<file path="src/sv/bsp_pkg.sv">
// bsp_pkg: shared types, codes and constants of the bencode scalar token parser
// no dependencies; used by every module of the block

package bsp_pkg;

    localparam int unsigned QUEUE_DEPTH = 4;
    localparam int unsigned QUEUE_AW    = 2;
    localparam int unsigned QUEUE_CW    = 3;

    localparam int unsigned MODE_W = 3;
    localparam logic [MODE_W-1:0] MODE_IDLE = 3'd0;
    localparam logic [MODE_W-1:0] MODE_INT  = 3'd1;
    localparam logic [MODE_W-1:0] MODE_LEN  = 3'd2;
    localparam logic [MODE_W-1:0] MODE_DATA = 3'd3;
    localparam logic [MODE_W-1:0] MODE_HALT = 3'd4;

    localparam logic [1:0] KIND_INT     = 2'd0;
    localparam logic [1:0] KIND_HEADER  = 2'd1;
    localparam logic [1:0] KIND_PAYLOAD = 2'd2;
    localparam logic [1:0] KIND_ERROR   = 2'd3;

    localparam logic [2:0] ERR_BAD_LEAD     = 3'd0;
    localparam logic [2:0] ERR_LEADING_ZERO = 3'd1;
    localparam logic [2:0] ERR_MALFORMED    = 3'd2;
    localparam logic [2:0] ERR_OVERFLOW     = 3'd3;
    localparam logic [2:0] ERR_TOO_LONG     = 3'd4;
    localparam logic [2:0] ERR_TRUNCATED    = 3'd5;

    localparam logic [7:0] CHAR_I     = 8'h69;
    localparam logic [7:0] CHAR_E     = 8'h65;
    localparam logic [7:0] CHAR_COLON = 8'h3a;
    localparam logic [7:0] CHAR_MINUS = 8'h2d;
    localparam logic [7:0] CHAR_ZERO  = 8'h30;
    localparam logic [7:0] CHAR_NINE  = 8'h39;

    localparam logic [32:0] MAX_LEN_RESET = 33'd134217728;
    localparam logic [67:0] INT_POS_LIMIT = 68'h0_7FFF_FFFF_FFFF_FFFF;
    localparam logic [67:0] INT_NEG_LIMIT = 68'h0_8000_0000_0000_0000;

    typedef struct packed {
        logic [7:0] data_byte;
        logic       end_of_input;
    } in_item_t;

    typedef struct packed {
        logic [1:0]         kind;
        logic signed [63:0] int_value;
        logic [31:0]        string_length;
        logic [7:0]         payload_byte;
        logic               last_of_string;
        logic [2:0]         error_code;
    } result_t;

    typedef struct packed {
        logic [1:0] count;
        result_t    first;
        result_t    second;
    } push_t;

endpackage

</file>
<file path="src/sv/bsp_in_reg.sv">
// bsp_in_reg: input register holding one request until the parse stage takes it
// depends on bsp_pkg

module bsp_in_reg
(
    input  logic              clk,
    input  logic              rst_n,
    input  logic              in_valid,
    output logic              in_stall,
    input  bsp_pkg::in_item_t in_item,
    input  logic              take,
    output logic              held_valid,
    output bsp_pkg::in_item_t held_item
);

    logic              valid_reg;
    logic              valid_next;
    bsp_pkg::in_item_t item_reg;
    logic              load;

    assign in_stall   = valid_reg & ~take;
    assign load       = in_valid & ~in_stall;
    assign valid_next = load | (valid_reg & ~take);
    assign held_valid = valid_reg;
    assign held_item  = item_reg;

    always_ff @(posedge clk or negedge rst_n)
    begin
        if (!rst_n)
        begin
            valid_reg <= 1'b0;
        end
        else
        begin
            valid_reg <= valid_next;
        end
    end

    always_ff @(posedge clk)
    begin
        if (load)
        begin
            item_reg <= in_item;
        end
    end

endmodule

</file>
<file path="src/sv/bsp_parse_core.sv">
// bsp_parse_core: token state machine, digit accumulate and result generation
// depends on bsp_pkg

module bsp_parse_core
(
    input  logic              clk,
    input  logic              rst_n,
    input  logic              go,
    input  bsp_pkg::in_item_t item,
    input  logic [32:0]       max_len,
    output bsp_pkg::push_t    push
);

    logic [bsp_pkg::MODE_W-1:0] mode_reg;
    logic [bsp_pkg::MODE_W-1:0] mode_next;
    logic                       neg_reg;
    logic                       neg_next;
    logic [63:0]                acc_reg;
    logic [63:0]                acc_next;
    logic                       seen_reg;
    logic                       seen_next;
    logic                       fz_reg;
    logic                       fz_next;
    logic [32:0]                rem_reg;
    logic [32:0]                rem_next;

    always_comb
    begin
        logic              is_digit;
        logic [3:0]        digit;
        logic [63:0]       base;
        logic [67:0]       base_ext;
        logic [67:0]       prod;
        logic [67:0]       limit;
        logic [32:0]       len;
        logic              r0_valid;
        bsp_pkg::result_t  r0;
        bsp_pkg::result_t  r_trunc;
        logic              fail;
        logic [2:0]        fail_code;

        is_digit  = item.data_byte inside {[bsp_pkg::CHAR_ZERO:bsp_pkg::CHAR_NINE]};
        digit     = 4'(item.data_byte - bsp_pkg::CHAR_ZERO);
        base      = (mode_reg == bsp_pkg::MODE_IDLE) ? 64'd0 : acc_reg;
        base_ext  = {4'd0, base};
        prod      = (base_ext << 3) + (base_ext << 1) + {64'd0, digit};
        limit     = neg_reg ? bsp_pkg::INT_NEG_LIMIT : bsp_pkg::INT_POS_LIMIT;
        len       = acc_reg[32:0];
        r0_valid  = 1'b0;
        r0        = '0;
        r_trunc   = '0;
        fail      = 1'b0;
        fail_code = bsp_pkg::ERR_BAD_LEAD;

        mode_next = mode_reg;
        neg_next  = neg_reg;
        acc_next  = acc_reg;
        seen_next = seen_reg;
        fz_next   = fz_reg;
        rem_next  = rem_reg;

        case (mode_reg)
            bsp_pkg::MODE_IDLE:
            begin
                if (item.data_byte == bsp_pkg::CHAR_I)
                begin
                    neg_next  = 1'b0;
                    acc_next  = 64'd0;
                    seen_next = 1'b0;
                    fz_next   = 1'b0;
                    rem_next  = 33'd0;
                    mode_next = bsp_pkg::MODE_INT;
                end
                else if (is_digit)
                begin
                    neg_next  = 1'b0;
                    seen_next = 1'b0;
                    fz_next   = 1'b0;
                    rem_next  = 33'd0;
                    acc_next  = {60'd0, digit};
                    if (prod >= {35'd0, max_len})
                    begin
                        fail      = 1'b1;
                        fail_code = bsp_pkg::ERR_TOO_LONG;
                    end
                    else
                    begin
                        mode_next = bsp_pkg::MODE_LEN;
                    end
                end
                else if (item.data_byte == bsp_pkg::CHAR_COLON)
                begin
                    fail      = 1'b1;
                    fail_code = bsp_pkg::ERR_MALFORMED;
                end
                else
                begin
                    fail      = 1'b1;
                    fail_code = bsp_pkg::ERR_BAD_LEAD;
                end
            end
            bsp_pkg::MODE_INT:
            begin
                if (item.data_byte == bsp_pkg::CHAR_MINUS)
                begin
                    if (neg_reg || seen_reg)
                    begin
                        fail      = 1'b1;
                        fail_code = bsp_pkg::ERR_MALFORMED;
                    end
                    else
                    begin
                        neg_next = 1'b1;
                    end
                end
                else if (is_digit)
                begin
                    if (seen_reg && fz_reg)
                    begin
                        fail      = 1'b1;
                        fail_code = bsp_pkg::ERR_LEADING_ZERO;
                    end
                    else if (prod > limit)
                    begin
                        fail      = 1'b1;
                        fail_code = bsp_pkg::ERR_OVERFLOW;
                    end
                    else
                    begin
                        if (!seen_reg)
                        begin
                            fz_next = (digit == 4'd0);
                        end
                        seen_next = 1'b1;
                        acc_next  = prod[63:0];
                    end
                end
                else if (item.data_byte == bsp_pkg::CHAR_E && seen_reg)
                begin
                    r0_valid     = 1'b1;
                    r0.kind      = bsp_pkg::KIND_INT;
                    r0.int_value = neg_reg ? -$signed(acc_reg) : $signed(acc_reg);
                    neg_next     = 1'b0;
                    acc_next     = 64'd0;
                    seen_next    = 1'b0;
                    fz_next      = 1'b0;
                    rem_next     = 33'd0;
                    mode_next    = bsp_pkg::MODE_IDLE;
                end
                else
                begin
                    fail      = 1'b1;
                    fail_code = bsp_pkg::ERR_MALFORMED;
                end
            end
            bsp_pkg::MODE_LEN:
            begin
                if (is_digit)
                begin
                    if (prod >= {35'd0, max_len})
                    begin
                        fail      = 1'b1;
                        fail_code = bsp_pkg::ERR_TOO_LONG;
                    end
                    else
                    begin
                        acc_next = prod[63:0];
                    end
                end
                else if (item.data_byte == bsp_pkg::CHAR_COLON)
                begin
                    r0_valid          = 1'b1;
                    r0.kind           = bsp_pkg::KIND_HEADER;
                    r0.string_length  = len[31:0];
                    r0.last_of_string = (len == 33'd0);
                    neg_next          = 1'b0;
                    acc_next          = 64'd0;
                    seen_next         = 1'b0;
                    fz_next           = 1'b0;
                    if (len == 33'd0)
                    begin
                        rem_next  = 33'd0;
                        mode_next = bsp_pkg::MODE_IDLE;
                    end
                    else
                    begin
                        rem_next  = len;
                        mode_next = bsp_pkg::MODE_DATA;
                    end
                end
                else
                begin
                    fail      = 1'b1;
                    fail_code = bsp_pkg::ERR_MALFORMED;
                end
            end
            bsp_pkg::MODE_DATA:
            begin
                r0_valid          = 1'b1;
                r0.kind           = bsp_pkg::KIND_PAYLOAD;
                r0.payload_byte   = item.data_byte;
                r0.last_of_string = (rem_reg <= 33'd1);
                if (rem_reg <= 33'd1)
                begin
                    rem_next  = 33'd0;
                    mode_next = bsp_pkg::MODE_IDLE;
                end
                else
                begin
                    rem_next = rem_reg - 33'd1;
                end
            end
            default:
            begin
            end
        endcase

        if (fail)
        begin
            r0_valid      = 1'b1;
            r0            = '0;
            r0.kind       = bsp_pkg::KIND_ERROR;
            r0.error_code = fail_code;
            neg_next      = 1'b0;
            acc_next      = 64'd0;
            seen_next     = 1'b0;
            fz_next       = 1'b0;
            rem_next      = 33'd0;
            mode_next     = bsp_pkg::MODE_HALT;
        end

        r_trunc.kind       = bsp_pkg::KIND_ERROR;
        r_trunc.error_code = bsp_pkg::ERR_TRUNCATED;
        push.count         = r0_valid ? 2'd1 : 2'd0;
        push.first         = r0;
        push.second        = '0;

        if (item.end_of_input)
        begin
            if (mode_next == bsp_pkg::MODE_INT || mode_next == bsp_pkg::MODE_LEN
                || mode_next == bsp_pkg::MODE_DATA)
            begin
                if (r0_valid)
                begin
                    push.count  = 2'd2;
                    push.second = r_trunc;
                end
                else
                begin
                    push.count = 2'd1;
                    push.first = r_trunc;
                end
            end
            neg_next  = 1'b0;
            acc_next  = 64'd0;
            seen_next = 1'b0;
            fz_next   = 1'b0;
            rem_next  = 33'd0;
            mode_next = bsp_pkg::MODE_IDLE;
        end

        if (!go)
        begin
            push.count = 2'd0;
        end
    end

    always_ff @(posedge clk or negedge rst_n)
    begin
        if (!rst_n)
        begin
            mode_reg <= bsp_pkg::MODE_IDLE;
            neg_reg  <= 1'b0;
            acc_reg  <= 64'd0;
            seen_reg <= 1'b0;
            fz_reg   <= 1'b0;
            rem_reg  <= 33'd0;
        end
        else if (go)
        begin
            mode_reg <= mode_next;
            neg_reg  <= neg_next;
            acc_reg  <= acc_next;
            seen_reg <= seen_next;
            fz_reg   <= fz_next;
            rem_reg  <= rem_next;
        end
    end

`ifndef SYNTHESIS
    a_eoi_returns_idle: assert property (@(posedge clk) disable iff (!rst_n)
        go && item.end_of_input |=> mode_reg == bsp_pkg::MODE_IDLE)
        else $error("end mark did not return parser to idle");
`endif

endmodule

</file>
<file path="src/sv/bsp_result_fifo.sv">
// bsp_result_fifo: small result queue taking up to two results a cycle
// depends on bsp_pkg

module bsp_result_fifo
(
    input  logic             clk,
    input  logic             rst_n,
    input  bsp_pkg::push_t   push,
    output logic             room,
    output logic             out_valid,
    input  logic             out_stall,
    output bsp_pkg::result_t out_result
);

    bsp_pkg::result_t             entries_reg [bsp_pkg::QUEUE_DEPTH];
    logic [bsp_pkg::QUEUE_AW-1:0] head_reg;
    logic [bsp_pkg::QUEUE_AW-1:0] head_next;
    logic [bsp_pkg::QUEUE_AW-1:0] tail_reg;
    logic [bsp_pkg::QUEUE_AW-1:0] tail_next;
    logic [bsp_pkg::QUEUE_CW-1:0] count_reg;
    logic [bsp_pkg::QUEUE_CW-1:0] count_next;
    logic                         pop;

    assign out_valid  = (count_reg != '0);
    assign out_result = entries_reg[head_reg];
    assign pop        = out_valid & ~out_stall;
    assign room       = (count_reg <= bsp_pkg::QUEUE_CW'(bsp_pkg::QUEUE_DEPTH - 2));
    assign head_next  = head_reg + bsp_pkg::QUEUE_AW'(pop);
    assign tail_next  = tail_reg + bsp_pkg::QUEUE_AW'(push.count);
    assign count_next = count_reg + bsp_pkg::QUEUE_CW'(push.count)
                        - bsp_pkg::QUEUE_CW'(pop);

    always_ff @(posedge clk or negedge rst_n)
    begin
        if (!rst_n)
        begin
            head_reg  <= '0;
            tail_reg  <= '0;
            count_reg <= '0;
        end
        else
        begin
            head_reg  <= head_next;
            tail_reg  <= tail_next;
            count_reg <= count_next;
        end
    end

    always_ff @(posedge clk)
    begin
        if (push.count != 2'd0)
        begin
            entries_reg[tail_reg] <= push.first;
        end
        if (push.count == 2'd2)
        begin
            entries_reg[tail_reg + bsp_pkg::QUEUE_AW'(1)] <= push.second;
        end
    end

`ifndef SYNTHESIS
    a_push_has_room: assert property (@(posedge clk) disable iff (!rst_n)
        push.count != 2'd0 |-> count_reg <= bsp_pkg::QUEUE_CW'(bsp_pkg::QUEUE_DEPTH - 2))
        else $error("result pushed without room");
    a_push_count_legal: assert property (@(posedge clk) disable iff (!rst_n)
        push.count != 2'd3)
        else $error("more than two results in one cycle");
    a_push_into_empty_shows: assert property (@(posedge clk) disable iff (!rst_n)
        count_reg == '0 && push.count != 2'd0 |=> out_valid)
        else $error("pushed result not presented");
`endif

endmodule

</file>
<file path="src/sv/bencode_scalar_token_parser.sv">
// Bencode scalar token parser: integers i<n>e and strings <len>:<bytes>, one byte per request.
// A request is held in the input register, and its result goes to a four-entry result queue.
// An end mark that cuts a token adds a truncation error behind the byte's own result, if it
// has one, so that request can yield two results; the parse stage waits while the queue holds
// more than two. Sustained rate is one byte per cycle while the queue has room, set by the
// combinational multiply-by-ten accumulate of the parse stage. No clearing pass follows reset.

module bencode_scalar_token_parser
(
    input  logic               clk,
    input  logic               rst_n,
    input  logic               cfg_wr_en,
    input  logic [32:0]        cfg_wr_data,
    input  logic               in_valid,
    output logic               in_stall,
    input  logic [7:0]         data_byte,
    input  logic               end_of_input,
    output logic               out_valid,
    input  logic               out_stall,
    output logic [1:0]         kind,
    output logic signed [63:0] int_value,
    output logic [31:0]        string_length,
    output logic [7:0]         payload_byte,
    output logic               last_of_string,
    output logic [2:0]         error_code
);

    logic [32:0]       max_len_reg;
    bsp_pkg::in_item_t in_item;
    bsp_pkg::in_item_t held_item;
    logic              held_valid;
    logic              room;
    logic              go;
    bsp_pkg::push_t    push;
    bsp_pkg::result_t  result;

    assign in_item.data_byte    = data_byte;
    assign in_item.end_of_input = end_of_input;
    assign go                   = held_valid & room;

    always_ff @(posedge clk or negedge rst_n)
    begin
        if (!rst_n)
        begin
            max_len_reg <= bsp_pkg::MAX_LEN_RESET;
        end
        else if (cfg_wr_en)
        begin
            max_len_reg <= cfg_wr_data;
        end
    end

    bsp_in_reg u_in_reg
    (
        .clk        (clk),
        .rst_n      (rst_n),
        .in_valid   (in_valid),
        .in_stall   (in_stall),
        .in_item    (in_item),
        .take       (go),
        .held_valid (held_valid),
        .held_item  (held_item)
    );

    bsp_parse_core u_parse_core
    (
        .clk     (clk),
        .rst_n   (rst_n),
        .go      (go),
        .item    (held_item),
        .max_len (max_len_reg),
        .push    (push)
    );

    bsp_result_fifo u_result_fifo
    (
        .clk        (clk),
        .rst_n      (rst_n),
        .push       (push),
        .room       (room),
        .out_valid  (out_valid),
        .out_stall  (out_stall),
        .out_result (result)
    );

    assign kind           = result.kind;
    assign int_value      = result.int_value;
    assign string_length  = result.string_length;
    assign payload_byte   = result.payload_byte;
    assign last_of_string = result.last_of_string;
    assign error_code     = result.error_code;

endmodule
</file>
<file path="config.mk">
export PLATFORM = sky130hd
export DESIGN_NAME = bencode_scalar_token_parser
export DESIGN_NICKNAME = d
export VERILOG_FILES = /design/src/sv/bsp_pkg.sv /design/src/sv/bsp_in_reg.sv /design/src/sv/bsp_parse_core.sv /design/src/sv/bsp_result_fifo.sv /design/src/sv/bencode_scalar_token_parser.sv
export SDC_FILE = /design/constraint.sdc
export NUM_CORES = 1
export LEC_CHECK = 0
export BUFFER_PORTS_ARGS = -buffer_cell sky130_fd_sc_hd__buf_2
export CAP_MARGIN = 20
export CORE_MARGIN = 4
export CORE_UTILIZATION = 55
export DETAILED_ROUTE_END_ITERATION = 16
export PLACE_DENSITY = 0.72
export SLEW_MARGIN = 15
export SYNTH_ARGS = -nofsm -noshare
export SYNTH_HDL_FRONTEND = slang
export SYNTH_SLANG_ARGS = --single-unit
export TNS_END_PERCENT = 1
</file>
<file path="constraint.sdc">
create_clock -name clk -period 10.3 [get_ports clk]
set_input_delay 0 -clock clk [delete_from_list [all_inputs] [get_ports clk]]
set_output_delay 0 -clock clk [all_outputs]
set_load 0.01 [all_outputs]
</file>
==> out/results.ini <==
[grt]
use_met2_pct=46.7
grt_use_met1_pct=42.7
antenna_found_initial=1
overflow=0
grt_pass1_wl_mm=159
grt_max_degree=174
track_usage_pct=29.6
use_met3_pct=4.02
grt_pass1_vias=27873
top_usage_layer=met2

[floorplan]
die-area_um2=65600
start_util_pct=55.8
die_h_um=256
boundaryPins=159
rows=90
core_area_um2=60700
dieWidth_um=256

[detailed_routing]
drt-total-wl_mm=102
vias_per_cell=6.46
drc=0
dr.pass1.iters=6
drt_iter0_markers=3128
vias=29880
wire_per_inst_um=22.0
ant_nets=0

[power]
powerDensity_nw_per_um2=186
ir_worst_vdd_v=0.000151
leakagePower_nw=15.4
power_w=0.00697

[clock_tree]
cts_sinks=593
htreeDepth=2
clk_pin_slew_ns=0.06
clock_latency_ns=0.65
root_buffer=clkbuf_16
cts_tree=yes
numCtsBuffers=61
cts_buffer_depth=3
post-cts-setup-buffers=0

[setup_path]
crit_buf_inv=3
crit_path_start_kind=register
end_kind=register
critPathRequiredTime_ns=10.84
path_class=register to register
critical-path-max-stage-delay_ns=0.67
slowest_stage=or4b_2
worstPathMaxFanout=60
crit_arrival_ns=10.22
path_delay_family=simple AND/OR/NAND/NOR gates

[finish]
drive_above_1_share_pct=11.9
final_cells=4627
stdcell_area_um2=37400
area_delta_synth_final_pct=10.4
nets=4082
multi_input_area_um2=19300
largest_reg_flops=440
fillers=5123
n_antenna_cell=0
seq_area_um2=12900

[placed_design]
io_buffers=158
placedCellCount=4458
dp_hpwl_mm=69.0
place_congestion=0.993
placed_area_um2=34700

[flow_run]
drv_cap=0

[synth]
yosys_warnings=0
syn_inst=3760
synthArstFlopShare_pct=24.3
synth_ff_type=dfxtp_1
ys_ff_latch=593
syn_nets=4043
yosysUniqueCellTypes=97
yosysTopAreaCell=dfxtp_1
synth_edf_count=25
synth.area.top_cells=dfxtp_1 25%, dfrtp_1 11%, ha_1 8.6%
synth_top_area_share_pct=25.1
yosysSeqAreaShare_pct=37.9
syn_avg_cell_area_um2=9.01
syn_area_um2=33900

[timing]
final_max_slew_viol_count=0
setup_tns_ns=0
finalClockSkew_ns=0.0541
hold_slack_ns=0.0463
relSlewSlack_pct=29.5
max_freq_mhz=103
grt_setup_unrepaired=no
tightest_slew_ns=1.06
final-setup-viol-count=0
fin_crit_sh_pct=93.9
finalCriticalPeriod_ns=9.68
final_hold_viol_count=0

[hold_path]
holdCritPathClass=primary input to register

[run_status]
status=finished, final reports clean

==> cell usage after synthesis, types with 18 or more instances <==
| library cell | instances |
|---|---|
| nand3_1 | 462 |
| o21ai_1 | 33 |
| clkbuf_1 | 193 |
| a22oi_1 | 19 |
| o2bb2ai_1 | 31 |
| or3_1 | 31 |
| dfrtp_1 | 143 |
| xor2_1 | 43 |
| mux4_2 | 110 |
| o21ai_0 | 553 |
| nand2_1 | 291 |
| nand2b_1 | 20 |
| a21oi_1 | 159 |
| a21o_1 | 29 |
| nor4_1 | 28 |
| and2_1 | 72 |
| edfxtp_1 | 25 |
| a22o_1 | 63 |
| buf_2 | 43 |
| inv_1 | 76 |
| xnor2_1 | 86 |
| or4_1 | 18 |
| nor2_1 | 131 |
| o31ai_1 | 27 |
| nor3_1 | 64 |
| dfxtp_1 | 424 |
| buf_4 | 19 |
| nand4_1 | 49 |
| ha_1 | 234 |
==> area by class of cell <==
type | instances | area share, %
clock buffers | 94 | 4.87
multi-input cells | 2796 | 51.7
well taps | 782 | 2.62
inverters | 77 | 0.773
flip-flops and latches | 593 | 34.4
repair buffers | 270 | 5.17
clock inverters | 15 | 0.525
==> per-stage QoR <==
step / util [%] / setup WS (ns)
after global placement: 57.2 / 0.838
after global routing: 61.6 / 0.0277
after floorplan: - / 1.85
final: 61.6 / 0.624
after detailed placement: 57.2 / 0.697
after CTS: 61.6 / 0.632
==> power breakdown <==
group | internal [W] | switching [W]
Sequential | 0.00239 | 0.000139
Clock | 0.00129 | 0.000923
Combinational | 0.000764 | 0.00146
Total | 0.00444 | 0.00253
==> timing repair <==
item                                    in CTS  in global routing
endpoints found under the setup margin       0                114
hold buffers                                59                  0
endpoints found under the hold margin      133                  0
resized for setup                            0                  3
==> final timing paths <==
path                                                     endpoint                              from  depth (start not counted)  slack [ns]
worst max-delay path            u_result_fifo.entries_reg[2][103]          u_parse_core.mode_reg[2]                         32        0.62
worst min-delay path                               max_len_reg[2]                         cfg_wr_en                          2        0.05
worst max register to register  u_result_fifo.entries_reg[2][103]          u_parse_core.mode_reg[2]                         32        0.62
worst min register to register   u_result_fifo.entries_reg[0][23]  u_result_fifo.entries_reg[0][23]                          2        0.46
max in group asynchronous                    u_parse_core.neg_reg                             rst_n                          4        8.55
min in group asynchronous                 u_parse_core.rem_reg[0]                             rst_n                          3        0.43
==> cells in the final DEF (no fill, tap or decap), types with 29 or more instances in the layout <==
| cell type | synthesis | layout |
|---|---|---|
| o21ai_0 | 553 | 552 |
| nand3_1 | 462 | 461 |
| dfxtp_1 | 424 | 424 |
| nand2_1 | 291 | 290 |
| ha_1 | 234 | 234 |
| a21oi_1 | 159 | 159 |
| buf_2 | 43 | 157 |
| dfrtp_1 | 143 | 140 |
| nor2_1 | 131 | 130 |
| mux4_2 | 110 | 110 |
| xnor2_1 | 86 | 86 |
| inv_1 | 76 | 76 |
| and2_1 | 72 | 72 |
| a22o_1 | 63 | 63 |
| clkbuf_16 | 0 | 63 |
| nor3_1 | 64 | 62 |
| dlygate4sd3_1 | 3 | 58 |
| nand4_1 | 49 | 49 |
| xor2_1 | 43 | 43 |
| buf_4 | 19 | 43 |
| o21ai_1 | 33 | 34 |
| o2bb2ai_1 | 31 | 31 |
| or3_1 | 31 | 29 |
==> logic make-up (layout without fill, tap and decap cells) <==
kind of cell	Yosys count	in the layout	synth area share, %
and+or+nand+nor	1236	1236	18.1
AOI/OAI and AO/OA	1076	1076	19.2
DFF	593	593	37.9
buffers and inverters	371	456	5.19
adders and majority gates	236	236	8.76
xor gates and xnor gates	129	129	3.34
muxes	119	119	7.58
==> routing by layer <==
metal | vias to the layer above | part of all wire, %
li1 | 13999 | -
met1 | 14413 | 44
met2 | 1287 | 45
met3 | 181 | 8.2
met4 | 0 | 3.2
met5 | - | 0
Power figures use the tool's default switching activity.
